==> src/itb_pkg.sv <==
// ----------------------------------------------------------------------------
// itb_pkg
// Shared types and constants of the interval timer bank.
// ----------------------------------------------------------------------------
package itb_pkg;

    localparam int NUM_TIMERS = 16;
    localparam int CNT_W      = (NUM_TIMERS > 1) ? $clog2(NUM_TIMERS) : 1;

    typedef enum logic [2:0] {
        REQ_TICK    = 3'd0,
        REQ_START   = 3'd1,
        REQ_STOP    = 3'd2,
        REQ_STOPALL = 3'd3,
        REQ_CHECK   = 3'd4,
        REQ_QUERY   = 3'd5,
        REQ_SCAN    = 3'd6
    } t_req;

    typedef enum logic [2:0] {
        ST_IDLE,
        ST_EXEC,
        ST_CLEAR,
        ST_READ,
        ST_EVAL,
        ST_SCAN_RD,
        ST_SCAN_EV,
        ST_RESP
    } t_state;

    typedef enum logic {
        ALU_ADD,
        ALU_SUB1
    } t_alu_op;

    typedef struct packed {
        logic [31:0] sum;
        logic        lt;
    } t_alu_res;

    typedef struct packed {
        logic               expired;
        logic               on;
        logic               running;
        logic signed [31:0] remaining;
        logic               found;
        logic [3:0]         found_index;
    } t_res;

endpackage

==> src/itb_if.sv <==
// ----------------------------------------------------------------------------
// itb_if
// Request and result channels of the interval timer bank.
// ----------------------------------------------------------------------------
interface itb_req_if;
    logic        valid;
    logic        ready;
    logic [2:0]  req_type;
    logic [3:0]  timer_index;
    logic [23:0] duration_secs;

    modport source (output valid, output req_type, output timer_index,
                    output duration_secs, input ready);
    modport sink   (input valid, input req_type, input timer_index,
                    input duration_secs, output ready);
endinterface

interface itb_res_if;
    logic               valid;
    logic               ready;
    logic               expired_flag;
    logic               timer_on;
    logic               timer_running;
    logic signed [31:0] remaining_secs;
    logic               found_flag;
    logic [3:0]         found_index;

    modport source (output valid, output expired_flag, output timer_on,
                    output timer_running, output remaining_secs,
                    output found_flag, output found_index, input ready);
    modport sink   (input valid, input expired_flag, input timer_on,
                    input timer_running, input remaining_secs,
                    input found_flag, input found_index, output ready);
endinterface

==> src/itb_ram.sv <==
// ----------------------------------------------------------------------------
// itb_ram
// Generic single-write, single-read RAM with registered read data.
// ----------------------------------------------------------------------------
module itb_ram #(
    parameter int WIDTH = 32,
    parameter int DEPTH = 16,
    localparam int AW   = (DEPTH > 1) ? $clog2(DEPTH) : 1
) (
    input  logic             i_clk,
    input  logic             i_we,
    input  logic [AW-1:0]    i_waddr,
    input  logic [WIDTH-1:0] i_wdata,
    input  logic [AW-1:0]    i_raddr,
    output logic [WIDTH-1:0] o_rdata
);

    logic [WIDTH-1:0] r_mem [DEPTH];
    logic [WIDTH-1:0] r_rdata;

    always_ff @(posedge i_clk) begin
        if (i_we) begin
            r_mem[i_waddr] <= i_wdata;
        end
        r_rdata <= r_mem[i_raddr];
    end

    assign o_rdata = r_rdata;

endmodule

==> src/itb_alu.sv <==
// ----------------------------------------------------------------------------
// itb_alu
// Shared adder: saturating unsigned add, or a - b + 1 saturated to int32
// with a "strictly below" flag.
// ----------------------------------------------------------------------------
module itb_alu (
    input  itb_pkg::t_alu_op  i_op,
    input  logic [31:0]       i_a,
    input  logic [31:0]       i_b,
    output itb_pkg::t_alu_res o_res
);
    import itb_pkg::*;

    logic [33:0] bx;
    logic [33:0] cin;
    logic [33:0] s;

    always_comb begin
        if (i_op == ALU_SUB1) begin
            // ~b + 2 gives 1 - b in two's complement
            bx  = ~{2'b00, i_b};
            cin = 34'd2;
        end else begin
            bx  = {2'b00, i_b};
            cin = 34'd0;
        end
        s = {2'b00, i_a} + bx + cin;
    end

    always_comb begin
        if (i_op == ALU_SUB1) begin
            if (s[33] && (s[32:31] != 2'b11)) begin
                o_res.sum = 32'h8000_0000;
            end else if (!s[33] && (s[32:31] != 2'b00)) begin
                o_res.sum = 32'h7FFF_FFFF;
            end else begin
                o_res.sum = s[31:0];
            end
            // a < b exactly when a - b + 1 <= 0
            o_res.lt = s[33] || (s == 34'd0);
        end else begin
            o_res.sum = s[32] ? 32'hFFFF_FFFF : s[31:0];
            o_res.lt  = 1'b0;
        end
    end

endmodule

==> src/interval_timer_bank.sv <==
// ----------------------------------------------------------------------------
// interval_timer_bank
// Bank of one-shot second timers sharing one saturating seconds counter.
//
// One request item in on i_req, exactly one result item out on o_res, both
// valid/ready channels. i_req.ready is high only while the sequencer idles,
// so one request is worked on at a time. After acceptance the sequencer
// runs tick, start and stop through its execute state, stop all through its
// clear state, check and query of an armed timer through read and evaluate,
// and scan through scan read and scan evaluate; any other request goes
// straight to the response state, which registers the result. The next
// request can be taken as soon as the result shows.
// The expiry times sit in a RAM with registered read behind one adder; the
// scan reads and checks timers in turn up to a hit; stop all clears one
// armed bit per cycle. The result register lets the next request be taken
// while a result waits; a stalled receiver holds the sequencer in its
// response state only once a second result is ready. Reset clears the
// counter, all armed bits and the result valid; no clearing pass is needed.
// ----------------------------------------------------------------------------
module interval_timer_bank (
    input  logic      i_clk,
    input  logic      i_rst_n,
    itb_req_if.sink   i_req,
    itb_res_if.source o_res
);
    import itb_pkg::*;

    t_state                  r_state;
    t_state                  n_state;
    t_req                    r_kind;
    logic [3:0]              r_idx;
    logic                    r_ok;
    logic [23:0]             r_dur;
    logic [CNT_W-1:0]        r_cnt;
    logic [31:0]             r_now;
    logic [NUM_TIMERS-1:0]   r_armed;
    t_res                    r_res;
    t_res                    r_out;
    logic                    r_out_valid;

    logic                    accept;
    logic                    in_ok;
    logic [CNT_W-1:0]        in_addr;
    logic [CNT_W-1:0]        idx_addr;
    logic                    cnt_last;
    logic                    out_free;
    logic                    scan_hit;

    logic                    c_in_ready;
    logic                    c_ram_we;
    logic                    c_load_out;
    t_alu_op                 c_alu_op;
    logic [31:0]             alu_a;
    logic [31:0]             alu_b;
    t_alu_res                alu_res;
    logic [CNT_W-1:0]        ram_raddr;
    logic [31:0]             ram_rdata;

    assign accept   = i_req.valid && c_in_ready;
    assign in_ok    = ({28'd0, i_req.timer_index} < 32'(NUM_TIMERS));
    assign in_addr  = CNT_W'(i_req.timer_index);
    assign idx_addr = CNT_W'(r_idx);
    assign cnt_last = (r_cnt == CNT_W'(NUM_TIMERS - 1));
    assign out_free = !r_out_valid || o_res.ready;
    assign scan_hit = r_armed[r_cnt] && alu_res.lt;

    // next state
    always_comb begin
        n_state = r_state;
        case (r_state)
            ST_IDLE: begin
                if (accept) begin
                    case (t_req'(i_req.req_type))
                        REQ_TICK, REQ_START, REQ_STOP: n_state = ST_EXEC;
                        REQ_STOPALL:                   n_state = ST_CLEAR;
                        REQ_CHECK, REQ_QUERY: begin
                            n_state = (in_ok && r_armed[in_addr]) ? ST_READ : ST_RESP;
                        end
                        REQ_SCAN:                      n_state = ST_SCAN_RD;
                        default:                       n_state = ST_RESP;
                    endcase
                end
            end
            ST_EXEC:    n_state = ST_RESP;
            ST_CLEAR:   n_state = cnt_last ? ST_RESP : ST_CLEAR;
            ST_READ:    n_state = ST_EVAL;
            ST_EVAL:    n_state = ST_RESP;
            ST_SCAN_RD: n_state = ST_SCAN_EV;
            ST_SCAN_EV: n_state = (scan_hit || cnt_last) ? ST_RESP : ST_SCAN_RD;
            ST_RESP:    n_state = out_free ? ST_IDLE : ST_RESP;
            default:    n_state = ST_IDLE;
        endcase
    end

    // sequencer outputs
    always_comb begin
        c_in_ready = (r_state == ST_IDLE);
        c_ram_we   = (r_state == ST_EXEC) && (r_kind == REQ_START) && r_ok;
        c_load_out = (r_state == ST_RESP) && out_free;
        c_alu_op   = (r_state == ST_EXEC) ? ALU_ADD : ALU_SUB1;
        ram_raddr  = (r_state == ST_SCAN_RD) ? r_cnt : idx_addr;
        if (r_state == ST_EXEC) begin
            alu_a = r_now;
            alu_b = (r_kind == REQ_TICK) ? 32'd1 : {8'd0, r_dur};
        end else begin
            alu_a = ram_rdata;
            alu_b = r_now;
        end
    end

    itb_alu u_alu (
        .i_op  (c_alu_op),
        .i_a   (alu_a),
        .i_b   (alu_b),
        .o_res (alu_res)
    );

    itb_ram #(
        .WIDTH (32),
        .DEPTH (NUM_TIMERS)
    ) u_expiry (
        .i_clk   (i_clk),
        .i_we    (c_ram_we),
        .i_waddr (idx_addr),
        .i_wdata (alu_res.sum),
        .i_raddr (ram_raddr),
        .o_rdata (ram_rdata)
    );

    // control state
    always_ff @(posedge i_clk) begin
        if (!i_rst_n) begin
            r_state     <= ST_IDLE;
            r_now       <= 32'd0;
            r_armed     <= '0;
            r_cnt       <= '0;
            r_out_valid <= 1'b0;
        end else begin
            r_state <= n_state;
            if (accept) begin
                r_cnt <= '0;
            end
            case (r_state)
                ST_EXEC: begin
                    if (r_kind == REQ_TICK) begin
                        r_now <= alu_res.sum;
                    end else if (r_kind == REQ_START && r_ok) begin
                        r_armed[idx_addr] <= 1'b1;
                    end else if (r_kind == REQ_STOP && r_ok) begin
                        r_armed[idx_addr] <= 1'b0;
                    end
                end
                ST_CLEAR: begin
                    r_armed[r_cnt] <= 1'b0;
                    r_cnt          <= r_cnt + CNT_W'(1);
                end
                ST_EVAL: begin
                    if (r_kind == REQ_CHECK && alu_res.lt) begin
                        r_armed[idx_addr] <= 1'b0;
                    end
                end
                ST_SCAN_EV: begin
                    if (scan_hit) begin
                        r_armed[r_cnt] <= 1'b0;
                    end else if (!cnt_last) begin
                        r_cnt <= r_cnt + CNT_W'(1);
                    end
                end
                default: ;
            endcase
            if (c_load_out) begin
                r_out_valid <= 1'b1;
            end else if (o_res.ready) begin
                r_out_valid <= 1'b0;
            end
        end
    end

    // payload
    always_ff @(posedge i_clk) begin
        if (accept) begin
            r_kind <= t_req'(i_req.req_type);
            r_idx  <= i_req.timer_index;
            r_ok   <= in_ok;
            r_dur  <= i_req.duration_secs;
            r_res  <= '0;
        end
        if (r_state == ST_EVAL) begin
            if (r_kind == REQ_CHECK) begin
                r_res.expired <= alu_res.lt;
            end else begin
                r_res.on        <= 1'b1;
                r_res.running   <= !alu_res.lt;
                r_res.remaining <= alu_res.sum;
            end
        end
        if (r_state == ST_SCAN_EV && scan_hit) begin
            r_res.found       <= 1'b1;
            r_res.found_index <= 4'(r_cnt);
        end
        if (c_load_out) begin
            r_out <= r_res;
        end
    end

    assign i_req.ready          = c_in_ready;
    assign o_res.valid          = r_out_valid;
    assign o_res.expired_flag   = r_out.expired;
    assign o_res.timer_on       = r_out.on;
    assign o_res.timer_running  = r_out.running;
    assign o_res.remaining_secs = r_out.remaining;
    assign o_res.found_flag     = r_out.found;
    assign o_res.found_index    = r_out.found_index;

    // the sequencer takes one item at a time
    a_busy_after_accept: assert property (@(posedge i_clk) disable iff (!i_rst_n)
        accept |=> !i_req.ready)
        else $error("request taken while previous one still in work");

    // seconds counter never goes backwards
    a_now_monotonic: assert property (@(posedge i_clk) disable iff (!i_rst_n)
        $past(i_rst_n) |-> (r_now >= $past(r_now)))
        else $error("seconds counter decreased");

    // a scan hit disarms the timer it reports
    a_scan_clears: assert property (@(posedge i_clk) disable iff (!i_rst_n)
        (r_state == ST_SCAN_EV && scan_hit) |=> !r_armed[r_cnt])
        else $error("scanned timer still armed");

    // results are only loaded from the response state
    a_load_from_resp: assert property (@(posedge i_clk) disable iff (!i_rst_n)
        $rose(r_out_valid) |-> $past(r_state == ST_RESP))
        else $error("result shown outside response state");

endmodule

==> src/flat_wrapper.sv <==
// flat-port wrapper written by rule: the top's interface ports become plain ports
module interval_timer_bank_flat import itb_pkg::*;
  (i_clk, i_rst_n, i_req_valid, i_req_req_type, i_req_timer_index, i_req_duration_secs, i_req_ready, o_res_valid, o_res_expired_flag, o_res_timer_on, o_res_timer_running, o_res_remaining_secs, o_res_found_flag, o_res_found_index, o_res_ready);
  itb_req_if i_req_i ();
  itb_res_if o_res_i ();
  input  logic i_clk;
  input  logic i_rst_n;
  input wire logic [$bits(i_req_i.valid)-1:0] i_req_valid;
  input wire logic [$bits(i_req_i.req_type)-1:0] i_req_req_type;
  input wire logic [$bits(i_req_i.timer_index)-1:0] i_req_timer_index;
  input wire logic [$bits(i_req_i.duration_secs)-1:0] i_req_duration_secs;
  output wire logic [$bits(i_req_i.ready)-1:0] i_req_ready;
  output wire logic [$bits(o_res_i.valid)-1:0] o_res_valid;
  output wire logic [$bits(o_res_i.expired_flag)-1:0] o_res_expired_flag;
  output wire logic [$bits(o_res_i.timer_on)-1:0] o_res_timer_on;
  output wire logic [$bits(o_res_i.timer_running)-1:0] o_res_timer_running;
  output wire logic [$bits(o_res_i.remaining_secs)-1:0] o_res_remaining_secs;
  output wire logic [$bits(o_res_i.found_flag)-1:0] o_res_found_flag;
  output wire logic [$bits(o_res_i.found_index)-1:0] o_res_found_index;
  input wire logic [$bits(o_res_i.ready)-1:0] o_res_ready;
  assign i_req_i.valid = i_req_valid;
  assign i_req_i.req_type = i_req_req_type;
  assign i_req_i.timer_index = i_req_timer_index;
  assign i_req_i.duration_secs = i_req_duration_secs;
  assign i_req_ready = i_req_i.ready;
  assign o_res_valid = o_res_i.valid;
  assign o_res_expired_flag = o_res_i.expired_flag;
  assign o_res_timer_on = o_res_i.timer_on;
  assign o_res_timer_running = o_res_i.timer_running;
  assign o_res_remaining_secs = o_res_i.remaining_secs;
  assign o_res_found_flag = o_res_i.found_flag;
  assign o_res_found_index = o_res_i.found_index;
  assign o_res_i.ready = o_res_ready;
  interval_timer_bank u_core (.i_clk(i_clk), .i_rst_n(i_rst_n), .i_req(i_req_i), .o_res(o_res_i));
endmodule
==> config.mk <==
export PLATFORM = sky130hd
export DESIGN_NAME = interval_timer_bank_flat
export DESIGN_NICKNAME = d
export VERILOG_FILES = /design/src/itb_pkg.sv /design/src/itb_if.sv /design/src/itb_ram.sv /design/src/itb_alu.sv /design/src/interval_timer_bank.sv /design/src/flat_wrapper.sv
export SDC_FILE = /design/constraint.sdc
export NUM_CORES = 1
export LEC_CHECK = 0
export BUFFER_PORTS_ARGS = -buffer_cell sky130_fd_sc_hd__buf_2
export CORE_MARGIN = 1
export CORE_UTILIZATION = 30
export CTS_CLUSTER_DIAMETER = 120
export DETAILED_ROUTE_END_ITERATION = 10
export GPL_TIMING_DRIVEN = 0
export PLACE_DENSITY_LB_ADDON = 0.3
export SLEW_MARGIN = 0
export SYNTH_ARGS = -nofsm -noshare
export SYNTH_HDL_FRONTEND = slang
export SYNTH_SLANG_ARGS = --single-unit
==> constraint.sdc <==
create_clock -name i_clk -period 12.35 [get_ports i_clk]
set_input_delay 2.47 -clock i_clk [delete_from_list [all_inputs] [get_ports i_clk]]
set_output_delay 2.47 -clock i_clk [all_outputs]
set_load 0.1 [all_outputs]
==> impl_metrics.csv, run 1 <==
group,metric,value,unit
sta,tightestPinTransition,1.43,ns
routing,drt-wirelength-per-cell,23.6,um
worst_setup_path,cp.arrival,8.46,ns
worst_setup_path,crit_required,12.59,ns
sta,fin_ws,4.13,ns
worst_setup_path,cp_max_fo,16,
die,num_rows,117,
outcome,status,"finished clean",
flow_run,cap_viol_max_count,0,
routing,antenna_left,0,
die,core,0.102,sq mm
final_layout,post-route-cell-area,0.0362,sq mm
routing,firstDrtPassIters,5,
sta,tns,0,ns
sta,hold_viol,0,
logic_synthesis,synth_cell_types,77,
global_routing,grt_pass1_vias,21020,
global_routing,overflow,0,
final_layout,final_cell_mix,"edfxtp_1, nand2_1, clkbuf_1",
logic_synthesis,synth_seq_cells,711,
clock_network,cts_resized,0,
routing,dr.first_iter.drc_count,2050,
clock_network,clk_path_buf_depth,3,
clock_network,cts_tree,"yes",
die,die_area,0.104,sq mm
sta,relSlewSlack,4.39,%
clock_network,ctsRootBufferMaster,"clkbuf_16",
die,boundaryPins,77,
die,die_width,323,um
clock_network,htree_levels,3,
die,initial_core_util,30.3,%
worst_setup_path,endpoint_kind,"register",
worst_hold_path,hp-class,"reg -> reg",
sta,setup_viol,0,
logic_synthesis,syn-num-nets,2672,
worst_hold_path,min_path_cells,0,
sta,skew,0.0223,ns
final_layout,syn2layout_area_growth,17.6,%
sta,fin_crit_sh,66.6,%
logic_synthesis,synth-edff-count,587,
clock_network,cts_setup_buffers,0,
sta,layout_min_cycle_time,8.22,ns
logic_synthesis,synthFlopType,"edfxtp_1",
clock_network,insertion_delay,0.65,ns
routing,vias_per_cell,5.23,
worst_setup_path,r2r_setup_slack,4.13,ns
placement,post-place-ws,4.22,ns
routing,wl,99000,um
sta,fmax,122,MHz
placement,dpl.hpwl,69900,um
worst_setup_path,r2r_cells,23,
clock_network,cts_buffers,80,
logic_synthesis,synth.avg_cell_area,12.0,sq um
logic_synthesis,synth-warning-count,0,
worst_setup_path,r2r_end,"u_core.u_expiry.r_mem[8][26]",
logic_synthesis,ys_async_sr_fraction,0,%
placement,io_buffers,76,
worst_setup_path,crit_path_start_kind,"register",
final_layout,final_common_cell,"edfxtp_1",
sta,rsz0062_at_grt,"false",
global_routing,grt_max_degree,34,
sta,maxSlewViolCount,0,
worst_setup_path,r2r_start,"u_core.r_state[0]",
worst_setup_path,crit_type,"reg -> reg",
clock_network,path_clk_slew,0.05,ns
die,fp.dieH,323,um
clock_network,cts_sinks,711,
routing,route.detailed.drc,0,
global_routing,antenna_found_initial,4,
placement,gp_congestion,0.938,
final_layout,fin_nets,2860,
worst_hold_path,holdPathEnd,"u_core.o_res.found_index[1]",
final_layout,drive_above_1_share,10.4,%
global_routing,grt_pass1_wl,144000,um
sta,holdWs,0.425,ns
routing,vias,21898,
logic_synthesis,synth_area,0.0308,sq mm
placement,place_area,0.0336,sq mm
global_routing,grt_use_total,18.9,%
worst_hold_path,min_from,"u_core.r_res[1]",
logic_synthesis,seq_area_frac_synth,65.3,%
logic_synthesis,syn_inst,2569,
clock_network,hold_buffers,0,
-- logic make-up (layout without fill, tap and decap cells) --
| logic type | Yosys count | in the layout | share of synthesized area (%) |
|---|---|---|---|
| xor+xnor | 20 | 20 | 0.568 |
| compound gates | 732 | 732 | 16.1 |
| mux | 11 | 11 | 0.763 |
| buf+inv | 216 | 466 | 2.70 |
| fa+ha+maj | 68 | 68 | 2.79 |
| simple gates | 811 | 811 | 11.9 |
| flops | 711 | 711 | 65.3 |
| other cells | 0 | 1 | 0 |
-- worst max-delay path by stage --
stage,to,slack [ns],from
after floorplan,i_req_ready,7.09,u_core.r_state[0]
after global placement,u_core.u_expiry.r_mem[9][28],3.29,u_core.r_state[0]
after detailed placement,u_core.u_expiry.r_mem[4][26],4.22,u_core.r_state[0]
after CTS,u_core.u_expiry.r_mem[12][26],4.18,u_core.r_state[0]
after global routing,u_core.u_expiry.r_mem[9][26],3.82,u_core.r_state[0]
final,u_core.u_expiry.r_mem[8][26],4.13,u_core.r_state[0]
-- registers in the layout, indices dropped and copies added, names as in the netlist, 4 cells and up, named ones only --
register                     cells
u_core.r_res                    40
u_core.u_expiry.o_rdata         32
u_core.idx_addr                  4
u_core.r_now                    32
u_core.o_res.found_index         4
u_core.r_dur                    24
u_core.r_cnt                     4
u_core.u_expiry.r_mem          512
u_core.o_res.remaining_secs     32
-- cells in the mapped netlist, types with 4 or more instances --
master    number  area [sq um]
or2_2          4          25.0
nor2b_1        7          43.8
xnor2_1       14           123
or3_1          8          50.1
nand4_1       26           163
nor3_1        15          75.1
nand2b_1       7          43.8
edfxtp_1     587         17600
nand3_1       18          90.1
o21ai_0      116           581
a31oi_1       72           450
clkbuf_1     164           616
a21oi_1      174           871
dfxtp_1      124          2480
buf_1          9          33.8
xor2_1         6          52.6
inv_1         34           128
o22ai_1        5          31.3
o211a_1       14           140
and2_0        17           106
a311oi_1      78           683
a211oi_1     177          1330
buf_2          6          30.0
a22oi_1        5          37.5
o21a_1        11          82.6
and2_1       117           732
and3_1         6          37.5
nand2_1      480          1800
ha_1          67           838
a22o_1        23           201
a21o_1        12          90.1
o21ai_1        4          20.0
a41oi_1        8          70.1
mux4_2        10           225
nor2_1        87           327
-- layout make-up --
type                            count  area, sq um
Buffer                            181          702
Clock inverter                     44          487
Sequential cell                   711        20100
Clock buffer                      100         2120
Inverter                           35          131
Antenna cell                        1         2.50
Tap cell                         1368         1710
Fill cell                        9950        65500
Multi-Input combinational cell   1642        10100
Timing Repair Buffer              106          927
-- stage by stage --
stage | util (%) | instances
after floorplan | - | 2569
after global placement | 32.3 | 4013
after detailed placement | 33.1 | 4043
after CTS | 35.6 | 4187
after global routing | 35.6 | 4187
final | 35.6 | 4188
-- worst max-delay path, stage by stage, from the launching register on --
cell	delay, ns
dfxtp_1	0.37
inv_1	0.10
nor3_1	0.63
inv_1	0.27
clkbuf_1	0.33
nor2_1	0.42
clkbuf_1	0.52
nand2_1	0.10
o21ai_0	0.10
ha_1	0.28
ha_1	0.28
clkbuf_1	0.21
a21oi_1	0.32
o21ai_0	0.14
a21oi_1	0.12
a21bo_2	0.28
a41oi_1	0.41
a21oi_1	0.18
a31oi_1	0.58
nand2_1	0.35
or2_0	0.29
clkbuf_1	0.24
a21oi_1	0.78
inv_1	0.50
-- routing by layer --
metal / up-vias / track usage [%] / wire length (um)
met5: - / 0 / 0
met4: 0 / 6.74 / 3430
met3: 179 / 3.76 / 7110
met2: 757 / 30.2 / 45500
met1: 10879 / 25.5 / 42900
li1: 10083 / - / -
Power of run 1 is not shown: default switching activity piles up to over one toggle a cycle in this logic, so the estimate is an artifact.
==> run 2: changes to the inputs <==
Clock period 12.35 ns to 6.59 ns, I/O delays scaled along.
==> impl_metrics.csv, run 2 (same netlist as run 1, synthesis figures left out) <==
group,metric,value,unit
global_routing,overflow,0,
sta,setup_viol,0,
clock_network,htree_levels,3,
final_layout,largest_reg_flops,512,
worst_setup_path,crit_required,6.89,ns
die,core,0.102,sq mm
routing,route.detailed.drc,0,
sta,rsz0062_at_grt,"true",
placement,gp_congestion,0.938,
die,initial_core_util,30.3,%
final_layout,final_common_cell,"edfxtp_1",
global_routing,grt_max_degree,34,
worst_setup_path,cp_cell_sequence,"inv_1, nor3_4, inv_1, clkbuf_2, nor2_2, clkbuf_2, nand2_1, o21ai_0, ha_1, ha_1, clkbuf_1, nand2_1, o21ai_0, a21oi_1, a21bo_2, a41oi_2, a21oi_2, a31oi_4, nand2_1, nor2_1, clkbuf_2, o21ai_2",
clock_network,ctsRootBufferMaster,"clkbuf_16",
routing,firstDrtPassIters,5,
final_layout,syn2layout_area_growth,18.8,%
final_layout,drive_above_1_share,12.3,%
final_layout,final_cell_mix,"edfxtp_1, nand2_1, a211oi_1",
global_routing,grt_pass1_vias,21042,
placement,dp.cells,4043,
flow_run,cap_viol_max_count,0,
worst_setup_path,cp.arrival,6.67,ns
worst_setup_path,critical_path.n_buffers_inverters,6,
worst_setup_path,endpoint_kind,"register",
clock_network,hold_buffers,0,
final_layout,largest_register,"u_core.u_expiry.r_mem",
final_layout,finish.utilization,36.0,%
global_routing,antenna_found_initial,5,
worst_setup_path,cp_max_fo,17,
die,die_width,323,um
final_layout,register_area,0.0201,sq mm
global_routing,grt_pass1_wl,144000,um
final_layout,largestRegisters,"u_core.u_expiry.r_mem (512), u_core.r_res (40)",
clock_network,path_clk_slew,0.06,ns
routing,vias,22035,
placement,io_buffers,76,
clock_network,cts_tree,"yes",
routing,wl,99400,um
sta,tightestPinTransition,1.46,ns
worst_setup_path,crit_type,"reg -> reg",
final_layout,fin_nets,2870,
worst_hold_path,hp-class,"reg -> reg",
sta,hold_viol,0,
final_layout,fillCellCount,9925,
outcome,status,"finished clean",
die,boundaryPins,77,
routing,antenna_left,0,
clock_network,clk_path_buf_depth,3,
final_layout,multi_input_area,0.0103,sq mm
clock_network,insertion_delay,0.65,ns
clock_network,cts_buffers,80,
die,fp.dieH,323,um
clock_network,cts_sinks,711,
die,num_rows,117,
sta,maxSlewViolCount,0,
global_routing,grt_use_total,19.0,%
worst_setup_path,max_stage_delay,0.86,ns
worst_setup_path,crit_path_start_kind,"register",
sta,fmax,157,MHz
routing,drt-wirelength-per-cell,23.7,um
worst_setup_path,crit_family,"compound AO/OA/AOI/OAI gates",
sta,tns,0,ns
die,die_area,0.104,sq mm
worst_setup_path,slowest_stage,"o21ai_2",
sta,skew,0.0213,ns
routing,dr.first_iter.drc_count,2100,
routing,vias_per_cell,5.25,
sta,fin_crit_sh,96.7,%
placement,dpl.hpwl,69900,um
sta,relSlewSlack,2.55,%
final_layout,diodes,0,
sta,layout_min_cycle_time,6.38,ns
final_layout,instances_no_fill,4197,
[run 2: changes by cell type in the layout (fill, tap and decap cells not counted), sizes merged]
cell	previous run	this run
clkinvlp	3	14
diode	1	0
inv	38	28
buf	123	132
[run 2: worst paths after layout]
kind,start,to,slack [ns],cells after the start
hold / removal,u_core.r_res[1],u_core.o_res.found_index[1],0.43,0
hold reg to reg,u_core.r_res[1],u_core.o_res.found_index[1],0.43,0
setup / recovery,u_core.r_state[0],u_core.u_expiry.r_mem[1][15],0.21,22
setup reg to reg,u_core.r_state[0],u_core.u_expiry.r_mem[1][15],0.21,22
[run 2: repair_timing]
| action | 4_1_cts | 5_1_grt |
|---|---|---|
| gates resized for setup | 31 | 34 |
| cloned | 0 | 1 |
| pin swaps | 0 | 3 |
| setup endpoints to repair | 592 | 482 |
| setup buffers | 2 | 9 |
[run 2: worst register-to-register path, stage by stage (launching register included)]
cell and delay, ns:
dfxtp_1 0.38, inv_1 0.13, nor3_4 0.34, inv_1 0.19
clkbuf_2 0.27, nor2_2 0.29, clkbuf_2 0.31, nand2_1 0.08
o21ai_0 0.08, ha_1 0.27, ha_1 0.27, clkbuf_1 0.30
nand2_1 0.12, o21ai_0 0.35, a21oi_1 0.10, a21bo_2 0.27
a41oi_2 0.21, a21oi_2 0.38, a31oi_4 0.20, nand2_1 0.27
nor2_1 0.09, clkbuf_2 0.26, o21ai_2 0.86
[run 2: cell type report]
type / instances / area share [%]
Inverter: 35 / 0.461
Timing Repair inverter: 1 / 0.0205
Clock inverter: 44 / 1.33
Sequential cell: 711 / 54.9
Timing Repair Buffer: 117 / 2.83
Buffer: 179 / 1.93
Clock buffer: 100 / 5.78
Multi-Input combinational cell: 1642 / 28.1
Tap cell: 1368 / 4.67
[run 2: routing by layer]
metal | global-route usage [%] | wire length (um) | up-vias | share of wire, %
li1 | - | - | 10103 | -
met1 | 25.6 | 42800 | 10911 | 43
met5 | 0 | 0 | - | 0
met4 | 6.98 | 3520 | 0 | 3.5
met2 | 30.1 | 45700 | 840 | 46
met3 | 3.68 | 7410 | 181 | 7.5
[run 2: stage by stage]
stage,hold slack (ns),instance area [sq um],setup WS (ns)
after floorplan,0.400,30800,1.40
after CTS,0.431,36400,0.00695
final,0.425,36600,0.215
after detailed placement,0.417,33600,-1.54
after global placement,0.409,32900,-2.47
after global routing,0.438,36600,-0.179
Power of run 2 is left out for the same reason.
